**config.mk**
```make
export PLATFORM = sky130hd
export DESIGN_NAME = utf8_codec
export DESIGN_NICKNAME = d
export VERILOG_FILES = /design/src/hdl/uc_pkg.sv /design/src/hdl/uc_front.sv /design/src/hdl/uc_fifo.sv /design/src/hdl/uc_back.sv /design/src/hdl/utf8_codec.sv
export SDC_FILE = /design/constraint.sdc
export NUM_CORES = 1
export LEC_CHECK = 0
export ABC_AREA = 1
export BUFFER_PORTS_ARGS = -buffer_cell sky130_fd_sc_hd__buf_2
export CORE_ASPECT_RATIO = 0.8
export CORE_UTILIZATION = 55
export DETAILED_ROUTE_END_ITERATION = 7
export GPL_TIMING_DRIVEN = 0
export PLACE_DENSITY = 0.74
export SLEW_MARGIN = 40
export SYNTH_ARGS = -nofsm -noshare
export SYNTH_HDL_FRONTEND = slang
export SYNTH_HIERARCHICAL = 1
export SYNTH_SLANG_ARGS = --single-unit
```
**constraint.sdc**
```tcl
create_clock -name clk -period 6.5 [get_ports clk]
set_input_delay 1.95 -clock clk [delete_from_list [all_inputs] [get_ports clk]]
set_output_delay 1.95 -clock clk [all_outputs]
set_load 0.02 [all_outputs]
```
**src/hdl/uc_pkg.sv**
```systemverilog
// Package for the UTF-8 codec: queue entry type, constants and byte helpers.
`default_nettype none
package uc_pkg;

  localparam int unsigned QueueDepth = 4;
  localparam int unsigned QPtrW      = $clog2(QueueDepth);
  localparam int unsigned QCntW      = $clog2(QueueDepth + 1);

  localparam logic KIND_DECODE = 1'b0;
  localparam logic KIND_ENCODE = 1'b1;

  localparam logic CMD_DECODE = 1'b0;

  localparam logic [31:0] LIM_1 = 32'h0000_007f;
  localparam logic [31:0] LIM_2 = 32'h0000_07ff;
  localparam logic [31:0] LIM_3 = 32'h0000_ffff;
  localparam logic [31:0] LIM_4 = 32'h001f_ffff;
  localparam logic [31:0] LIM_5 = 32'h03ff_ffff;

  localparam logic [7:0] CONT_MARK = 8'h80;
  localparam logic [7:0] CONT_MASK = 8'h3f;

  // One transaction handed from the classifier to the serializer.
  typedef struct packed {
    logic        encode;
    logic [31:0] data;
    logic [2:0]  nbytes;
    logic        mark;
  } uc_entry_t;

  function automatic logic [2:0] enc_length(input logic [31:0] cp);
    logic [2:0] n;
    if (cp[31] || cp <= LIM_1)  n = 3'd1;
    else if (cp <= LIM_2)       n = 3'd2;
    else if (cp <= LIM_3)       n = 3'd3;
    else if (cp <= LIM_4)       n = 3'd4;
    else if (cp <= LIM_5)       n = 3'd5;
    else                        n = 3'd6;
    return n;
  endfunction

  function automatic logic [7:0] lead_byte(input logic [2:0] n, input logic [7:0] bits);
    logic [7:0] b;
    unique case (n)
      3'd2:    b = 8'hc0 | (bits & 8'h1f);
      3'd3:    b = 8'he0 | (bits & 8'h0f);
      3'd4:    b = 8'hf0 | (bits & 8'h07);
      3'd5:    b = 8'hf8 | (bits & 8'h03);
      3'd6:    b = 8'hfc | (bits & 8'h01);
      default: b = bits;
    endcase
    return b;
  endfunction

endpackage
`default_nettype wire

```
**src/hdl/uc_front.sv**
```systemverilog
// Front end: accepts items, runs the decode state, classifies encodes.
`default_nettype none
module uc_front (
  input  wire logic             clk,
  input  wire logic             rst,
  input  wire logic             in_valid,
  output logic                  in_ready,
  input  wire logic             command,
  input  wire logic [31:0]      data_in,
  input  wire logic             last_in,
  input  wire logic             q_full,
  output logic                  push,
  output uc_pkg::uc_entry_t     push_entry
);
  import uc_pkg::*;

  logic [2:0]  pending, pending_next;
  logic [30:0] acc, acc_next;
  logic        emit;
  logic [7:0]  b;
  logic        accept;

  assign in_ready = !q_full;
  assign accept   = in_valid && in_ready;
  assign b        = data_in[7:0];

  always_comb begin
    pending_next      = pending;
    acc_next          = acc;
    emit              = 1'b0;
    push_entry.encode = KIND_ENCODE;
    push_entry.data   = data_in;
    push_entry.nbytes = enc_length(data_in);
    push_entry.mark   = last_in;
    if (command == CMD_DECODE) begin
      push_entry.encode = KIND_DECODE;
      push_entry.nbytes = 3'd1;
      push_entry.data   = {24'd0, b};
      if (pending != 3'd0) begin
        acc_next        = {acc[24:0], b[5:0]};
        pending_next    = pending - 3'd1;
        emit            = (pending == 3'd1);
        push_entry.data = {1'b0, acc_next};
      end else begin
        priority casez (b)
          8'b0???????: emit = 1'b1;
          8'b110?????: begin acc_next = {26'd0, b[4:0]}; pending_next = 3'd1; end
          8'b1110????: begin acc_next = {27'd0, b[3:0]}; pending_next = 3'd2; end
          8'b11110???: begin acc_next = {28'd0, b[2:0]}; pending_next = 3'd3; end
          8'b111110??: begin acc_next = {29'd0, b[1:0]}; pending_next = 3'd4; end
          8'b1111110?: begin acc_next = {30'd0, b[0]};   pending_next = 3'd5; end
          default:     emit = 1'b1;
        endcase
      end
    end else begin
      emit = 1'b1;
    end
  end

  assign push = accept && emit;

  always_ff @(posedge clk) begin
    if (rst) begin
      pending <= 3'd0;
      acc     <= 31'd0;
    end else if (accept && command == CMD_DECODE) begin
      pending <= pending_next;
      acc     <= acc_next;
    end
  end

endmodule
`default_nettype wire

```
**src/hdl/uc_fifo.sv**
```systemverilog
// Short queue between the front end and the serializer.
`default_nettype none
module uc_fifo (
  input  wire logic              clk,
  input  wire logic              rst,
  input  wire logic              push,
  input  wire uc_pkg::uc_entry_t push_entry,
  output logic                   full,
  input  wire logic              pop,
  output logic                   head_valid,
  output uc_pkg::uc_entry_t      head
);
  import uc_pkg::*;

  uc_entry_t         slots [QueueDepth];
  logic [QPtrW-1:0]  wr_ptr, rd_ptr;
  logic [QCntW-1:0]  count;

  assign full       = (count == QCntW'(QueueDepth));
  assign head_valid = (count != '0);
  assign head       = slots[rd_ptr];

  always_ff @(posedge clk) begin
    if (push) slots[wr_ptr] <= push_entry;
  end

  always_ff @(posedge clk) begin
    if (rst) begin
      wr_ptr <= '0;
      rd_ptr <= '0;
      count  <= '0;
    end else begin
      if (push) wr_ptr <= wr_ptr + QPtrW'(1);
      if (pop)  rd_ptr <= rd_ptr + QPtrW'(1);
      unique case ({push, pop})
        2'b10:   count <= count + QCntW'(1);
        2'b01:   count <= count - QCntW'(1);
        default: count <= count;
      endcase
    end
  end

endmodule
`default_nettype wire

```
**src/hdl/uc_back.sv**
```systemverilog
// Back end: holds one entry and emits its results one per cycle while out_ready is high.
`default_nettype none
module uc_back (
  input  wire logic              clk,
  input  wire logic              rst,
  input  wire logic              head_valid,
  input  wire uc_pkg::uc_entry_t head,
  output logic                   pop,
  output logic                   out_valid,
  input  wire logic              out_ready,
  output logic                   kind,
  output logic [31:0]            data_out,
  output logic                   last,
  output logic                   string_end
);
  import uc_pkg::*;

  uc_entry_t   cur;
  logic        cur_valid;
  logic [2:0]  rem;
  logic [31:0] shifted;
  logic        done;

  assign done = out_valid && out_ready && (rem == 3'd0);
  assign pop  = head_valid && (!cur_valid || done);

  always_comb begin
    unique case (rem)
      3'd1:    shifted = cur.data >> 6;
      3'd2:    shifted = cur.data >> 12;
      3'd3:    shifted = cur.data >> 18;
      3'd4:    shifted = cur.data >> 24;
      3'd5:    shifted = cur.data >> 30;
      default: shifted = cur.data;
    endcase
  end

  assign out_valid  = cur_valid;
  assign kind       = cur.encode;
  assign last       = (rem == 3'd0);
  assign string_end = last && cur.mark;

  always_comb begin
    if (cur.encode == KIND_DECODE)       data_out = cur.data;
    else if (cur.nbytes == 3'd1)         data_out = {24'd0, cur.data[7:0]};
    else if (rem == cur.nbytes - 3'd1)   data_out = {24'd0, lead_byte(cur.nbytes, shifted[7:0])};
    else                                 data_out = {24'd0, CONT_MARK | (shifted[7:0] & CONT_MASK)};
  end

  always_ff @(posedge clk) begin
    if (pop) cur <= head;
  end

  always_ff @(posedge clk) begin
    if (rst) begin
      cur_valid <= 1'b0;
      rem       <= 3'd0;
    end else if (pop) begin
      cur_valid <= 1'b1;
      rem       <= head.nbytes - 3'd1;
    end else if (done) begin
      cur_valid <= 1'b0;
    end else if (out_valid && out_ready) begin
      rem <= rem - 3'd1;
    end
  end

endmodule
`default_nettype wire

```
**src/hdl/utf8_codec.sv**
```systemverilog
// Top level of the streaming UTF-8 codec (six-byte form).
//
//  channel  | handshake          | payload
//  ---------+--------------------+-----------------------------------
//  input    | in_valid/in_ready  | command, data_in[31:0], last_in
//  output   | out_valid/out_ready| kind, data_out[31:0], last, string_end
//
// One input transaction per cycle while the 4-entry queue has room.
// Decode bytes finish in the front end; an encode yields 1 to 6 output
// transactions, one per cycle from the serializer while out_ready is high.
// The first result passes the queue slot and then the serializer register before out_valid rises.
// Sync reset clears decode state, queue and serializer.
// Output stalls fill the queue and then drop in_ready, which also holds the decode state.
`default_nettype none
module utf8_codec (
  input  wire logic        clk,
  input  wire logic        rst,
  input  wire logic        in_valid,
  output logic             in_ready,
  input  wire logic        command,
  input  wire logic [31:0] data_in,
  input  wire logic        last_in,
  output logic             out_valid,
  input  wire logic        out_ready,
  output logic             kind,
  output logic [31:0]      data_out,
  output logic             last,
  output logic             string_end
);
  import uc_pkg::*;

  logic      push, q_full, pop, head_valid;
  uc_entry_t push_entry, head;

  uc_front u_front (
    .clk, .rst, .in_valid, .in_ready, .command, .data_in, .last_in,
    .q_full, .push, .push_entry
  );

  uc_fifo u_fifo (
    .clk, .rst, .push, .push_entry, .full(q_full), .pop, .head_valid, .head
  );

  uc_back u_back (
    .clk, .rst, .head_valid, .head, .pop, .out_valid, .out_ready,
    .kind, .data_out, .last, .string_end
  );

`ifndef NO_ASSERTIONS
  a_no_push_full: assert property (@(posedge clk) disable iff (rst) q_full |-> !push)
    else $error("push into full queue");
  a_decode_single: assert property (@(posedge clk) disable iff (rst)
    out_valid && kind == KIND_DECODE |-> last && !data_out[31])
    else $error("decode result not single or too wide");
  a_end_on_last: assert property (@(posedge clk) disable iff (rst)
    out_valid && string_end |-> last)
    else $error("string_end without last");
  a_byte_width: assert property (@(posedge clk) disable iff (rst)
    out_valid && kind == KIND_ENCODE |-> data_out[31:8] == 24'd0)
    else $error("encoded byte wider than 8 bits");
`endif

endmodule
`default_nettype wire
```
Yosys cells after proc, flatten, opt, wreduce, memory -nomap -nowiden
Memories as Yosys holds them, arrays and structs flattened. A register that Yosys moved wholly into a read port is not among the register bits.
Index checks and enable logic that the tools add are counted.
{"block": "op_classes", "n_addsub": 8, "order_cmp": 5, "eq_ne": 22, "n_mux": 29, "bitwise_logic": 1, "reduce_logical": 21}
{"op": "$pmux 25 s5", "n": 1}
{"op": "$pmux 8 s5", "n": 2}
{"op": "$mux 36", "n": 1}
{"op": "$le 32x11->1 const B", "n": 1}
{"op": "$le 32x16->1 const B", "n": 1}
{"op": "$le 32x21->1 const B", "n": 1}
{"op": "$le 32x26->1 const B", "n": 1}
{"op": "$le 32x7->1 const B", "n": 1}
{"op": "$mux 32", "n": 1}
{"op": "$mux 31", "n": 1}
{"op": "$mux 25", "n": 1}
{"op": "$mux 3", "n": 8}
{"op": "$eq 3x3->1 const B", "n": 7}
{"op": "$mux 8", "n": 2}
{"op": "$pmux 3 s5", "n": 1}
{"op": "$sub 3x1->3 const B", "n": 5}
{"op": "$eq 3x2->1 const B", "n": 4}
{"op": "$eq 3x1->1 const B", "n": 3}
{"op": "$eq 7x7->1 const B", "n": 1}
{"op": "$logic_and 1x1->1", "n": 7}
{"op": "$mux 1", "n": 7}
{"op": "$eq 6x6->1 const B", "n": 1}
{"op": "$mux 2", "n": 3}
{"op": "$pmux 3 s2", "n": 1}
{"op": "18 further kinds", "n": 24}
{"block": "totals", "reg_bits": 76, "mem_bits_rw": 148, "in_bits": 38, "out_inout_bits": 37, "elab_cells": 98, "n_memories": 1}
{"name": "u_fifo.slots", "words": 4, "width": 37, "read_ports": 1, "rd_ports_with_merged_regs": 1, "write_ports": 1, "line_no": "uc_fifo.sv:15", "source": "uc_entry_t slots [QueueDepth];"}

Longest topological paths before layout
{"block": "depth", "word_depth": 8, "depth_mapped": 17, "mapped_depth_nobuf": 16}

By module
Netlist, hierarchy kept.
{"mod": "uc_fifo", "instances": 1, "cells_per_inst": 417, "area_each_um2": 5934.4, "seq_area_each_um2": 4624.4}
{"mod": "uc_back", "instances": 1, "cells_per_inst": 306, "area_each_um2": 2421.1, "seq_area_each_um2": 1191.1}
{"mod": "uc_front", "instances": 1, "cells_per_inst": 323, "area_each_um2": 1965.6, "seq_area_each_um2": 560.5}

Worst setup path before layout
Ideal clock, no wire load.
{"block": "synth_path", "kind": "in2reg", "startpoint": "in out_ready", "endpoint": "reg u_fifo.count[1]", "t_arrival_ns": 4.036, "required_time_ns": 6.384, "slack_ns": 2.349, "stages": 8, "path_buffers": 0, "cell_sequence": "nand3_1 nand2_1 nand2_1 inv_1 ha_1 fa_1 o21ai_0 nor2_1"}
{"block": "synth_via", "elab_chain_cells": 6, "word_cells_on_any_way": 8}
{"item": "start, declared", "line_no": "utf8_codec.sv:24", "source": "input wire logic out_ready,"}
{"item": "$logic_and 1x1->1 (*) (2 in a row)", "line_no": "uc_back.sv:24", "source": "assign done = out_valid && out_ready && (rem == 3'd0);"}
{"item": "$logic_or 1x1->1 (*)", "line_no": "uc_back.sv:25", "source": "assign pop = head_valid && (!cur_valid || done);"}
{"item": "$logic_and 1x1->1 (*)", "line_no": "uc_back.sv:25"}
{"item": "net pop", "line_no": "utf8_codec.sv:32", "source": "logic push, q_full, pop, head_valid;"}
{"item": "$eq 2x1->1 or $eq 2x2->1 (tied branches)", "line_no": "uc_fifo.sv:35", "source": "unique case ({push, pop})"}
{"item": "$pmux 3 s2 or $reduce_bool 2->1 (tied branches)"}
{"item": "end signal, assigned", "line_no": "uc_fifo.sv:36", "source": "2'b10: count <= count + QCntW'(1);"}
{"item": "end signal, assigned", "line_no": "uc_fifo.sv:37", "source": "2'b01: count <= count - QCntW'(1);"}
{"item": "end signal, assigned", "line_no": "uc_fifo.sv:38", "source": "default: count <= count;"}
{"item": "end, declared", "line_no": "uc_fifo.sv:17", "source": "logic [QCntW-1:0] count;"}
The timed path passes the listed nets; every way through them passes the cells marked *.
A chain may end at the register's enable or synchronous reset.

Worst setup path after layout
{"block": "layout_path", "startpoint": "reg u_back.rem[0]", "endpoint": "out data_out[3]"}
{"block": "layout_via", "elab_chain_cells": 6, "word_cells_on_any_way": 11}
{"item": "start, declared", "line_no": "uc_back.sv:20", "source": "logic [2:0] rem;"}
{"item": "start signal, assigned", "line_no": "uc_back.sv:60", "source": "rem <= head.nbytes - 3'd1;"}
{"item": "start signal, assigned", "line_no": "uc_back.sv:64", "source": "rem <= rem - 3'd1;"}
{"item": "$eq 3x3->1, or another cell as far along", "line_no": "uc_back.sv:28", "source": "unique case (rem)"}
{"item": "$pmux 8 s5", "line_no": "uc_back.sv:28"}
{"item": "$pmux 8 s5", "line_no": "uc_pkg.sv:44", "source": "unique case (n)"}
{"item": "$mux 8 (*)", "line_no": "uc_back.sv:46", "source": "else if (rem == cur.nbytes - 3'd1) data_out = {24'd0, lead_byte(cur.nbytes, shifted[7:0])};"}
{"item": "$mux 8 (*)", "line_no": "uc_back.sv:45", "source": "else if (cur.nbytes == 3'd1) data_out = {24'd0, cur.data[7:0]};"}
{"item": "$mux 32 (*)", "line_no": "uc_back.sv:44", "source": "if (cur.encode == KIND_DECODE) data_out = cur.data;"}
{"item": "end, declared", "line_no": "utf8_codec.sv:26", "source": "output logic [31:0] data_out,"}
Every way passes the cells marked *; elsewhere a longest branch is shown, timed or not.

==> flow_metrics.tcl <==
set metrics [dict create \
    dp_hpwl_um 17500 \
    synth.distinct_cells 36 \
    syn_avg_cell_area_um2 9.87 \
    fin_skew_ns 0.00796 \
    ys_seq_elements 226 \
    drive_gt1_share_pct 14.8 \
    slowest_delay_ns 0.43 \
    grt_pass1_wl_um 38800 \
    worstSetupPathType "register to output pin" \
    cts_resized 0 \
    dieArea_um2 19300 \
    hold_path.class "register to register" \
    mostFrequentLayoutCells "edfxtp_1 (185), nor2_1 (175), nand2_1 (173)" \
    dpl_worst_slack_ns 1.77 \
    ir_drop_mv 0.213 \
    final_util_pct 64.1 \
    grt_pass1_vias 7092 \
    fin_crit_sh_pct 67.1 \
    crit_chain "ha_1, inv_1, nor2_1, nand2_1, nand2_1, inv_1, nand2_1, nor2_1, nor2_1, nand2_1, nand2_1, buf_2" \
    cts_buffers 22 \
    crit_arrival_ns 2.41 \
    place_area_um2 11000 \
    fmax_mhz 229 \
    synth_area_leader_cell "edfxtp_1" \
    crit_path_top_delay_cell "dfxtp_1" \
    grt.overflow.total 0 \
    clock_path_buffers 3 \
    finalCriticalPeriod_ns 4.36 \
    antenna_cells 0 \
    cts_num_sinks 226 \
    netlist.area_leader.share_pct 53.8 \
    synth_warnings 6 \
    first_iter_violations 772 \
    crit_buf_inv 3 \
    track_usage_pct 26.6 \
    critPathTopFamily "simple AND/OR/NAND/NOR gates" \
    finalMaxSlewViolations 0 \
    grt_max_degree 38 \
    cts_tree "yes" \
    post-route-drc-count 0 \
    io_pins 75 \
    postSynthCellCount 1046 \
    postCtsHoldBufs 0 \
    wire_per_inst_um 17.8 \
    area_growth_pct 13.5 \
    synth-edff-count 185 \
    routed_wl_um 25100 \
    grt_antenna_before_repair 0 \
    syn-cell-area_um2 10300 \
    gp_congestion 0.915 \
    viasPerCell 5.50 \
    worst_slack_ns 2.14 \
    first_pass_iters 6 \
    cp_max_fo 6 \
    powerDensity_nw_per_um2 456 \
    ys.flop_type "edfxtp_1" \
    clkTransAtPathRegs_ns 0.06 \
    dr_total_vias 7758 \
    htree_num_levels 1 \
    cap_violations 0 \
    start_util_pct 56.5 \
    die_h_um 125 \
    required_ns 4.55 \
    rows 44 \
    clkLatencyLatePin_ns 0.51 \
    final_area_um2 11700 \
    power_mw 5.35 \
    setup_tns_ns 0 \
    start_kind "register" \
    synthTopCellsByArea "edfxtp_1 (54%), dfxtp_1 (8.0%), nor2_1 (6.4%)" \
    ant_nets 0 \
    leakage_nw 4.73 \
    cts_setup_buffers 0 \
    status "finished clean" \
    seq_area_frac_synth_pct 61.8 \
    clockRootBuffer "clkbuf_16" \
    core-area_um2 18300 \
    synthArstFlopShare_pct 0 \
    rsz0062_at_grt "false" \
    cp-end-kind "output pin" \
    syn-num-nets 1104 \
    tightest_slew_ns 0.680 \
    hold_viol 0 \
    cpMostUsedCell "nand2_1" \
    nNetsFinal 1201 \
    slew_headroom_pct 54.4 \
    die_x_um 155 \
    port_buffers 72 \
    final_common_cell "edfxtp_1" \
    finalSetupViolCount 0 \
]
[worst register-to-register path, stage by stage (launching register included)]
cell	delay (ns)
dfxtp_1	0.31
inv_1	0.12
ha_1	0.17
inv_1	0.06
nor2_2	0.13
inv_2	0.12
nor2_2	0.15
nand2_4	0.11
buf_2	0.21
a31oi_1	0.52
inv_1	0.24
ha_1	0.32
fa_1	0.41
nand2_1	0.11
nand2_1	0.05
nor2_1	0.09
nor2_1	0.05
nor2_1	0.10
[state kept, by name, summed over array words and instances (netlist names), named ones only]
signal and cells:
u_fifo/slots 148, u_back/cur 36, u_front/acc 25, u_back/rem 3, u_fifo/count 3, u_front/pending 3
u_fifo/rd_ptr 2, u_fifo/wr_ptr 2, u_back/kind 1, u_back/out_valid 1
[stage by stage]
| stage | instances | hold slack (ns) |
|---|---|---|
| after floorplan | 1046 | 0.412 |
| after global placement | 1371 | 0.422 |
| after detailed placement | 1372 | 0.430 |
| after CTS | 1411 | 0.434 |
| after global routing | 1411 | 0.435 |
| final | 1411 | 0.432 |
[per-layer routing]
| metal | track usage [%] | vias to the layer above | share of wire (%) |
|---|---|---|---|
| met3 | 4.91 | 51 | 9.8 |
| met2 | 40.4 | 413 | 44 |
| met5 | 0 | - | 0 |
| li1 | - | 3702 | - |
| met1 | 38.6 | 3592 | 43 |
| met4 | 8.97 | 0 | 3.2 |
[Yosys cell counts, types with 2 or more instances]
master / count
edfxtp_1: 185
nor2_1: 175
nand2_1: 173
inv_1: 111
o21ai_0: 82
nand3_1: 57
dfxtp_1: 41
o22ai_1: 38
o21ai_1: 29
a21oi_1: 26
clkbuf_1: 19
ha_1: 19
buf_4: 12
buf_6: 12
nand4_1: 11
nand2_2: 10
a21oi_2: 8
buf_2: 7
inv_2: 5
nor2_4: 3
xor2_1: 3
buf_1: 2
nand2_4: 2
nor2_2: 2
nor3_1: 2
o21a_1: 2
[logic make-up (layout without fill, tap and decap cells)]
logic type / count (synthesis) / count (layout) / share of synthesized area, %
adders and majority gates: 20 / 20 / 2.50
DFF: 226 / 226 / 61.8
buffers and inverters: 169 / 281 / 7.55
AOI/OAI and AO/OA: 191 / 191 / 10.3
and+or+nand+nor: 436 / 436 / 17.5
xor gates and xnor gates: 4 / 4 / 0.339
[power breakdown]
group          switching (mW)  leakage [nW]  internal (mW)
clock                   0.513         0.333          0.707
sequential              0.143          2.06           1.93
combinational            1.43          2.34          0.620
total                    2.09          4.73           3.26
[cell type report]
| type | instances | area [um^2] |
|---|---|---|
| sequential | 226 | 6380 |
| clock inverter | 8 | 62.6 |
| multi-input combinational | 651 | 3170 |
| inverter | 116 | 445 |
| timing repair buffer | 73 | 380 |
| buffer | 53 | 344 |
| clock buffer | 31 | 626 |
| fill | 1464 | 6560 |
| tap | 253 | 317 |
[worst paths after layout]
check / cells past startpoint / from / slack, ns / endpoint
worst max-delay path: 12 / u_back/rem[0] / 2.14 / data_out[3]
worst max register to register: 17 / u_front/pending[0] / 3.17 / u_fifo/count[2]
worst min register to register: 1 / u_fifo/rd_ptr[1] / 0.43 / register
worst min-delay path: 1 / u_fifo/rd_ptr[1] / 0.43 / register
No activity file was read; power rests on OpenSTA's default activity.
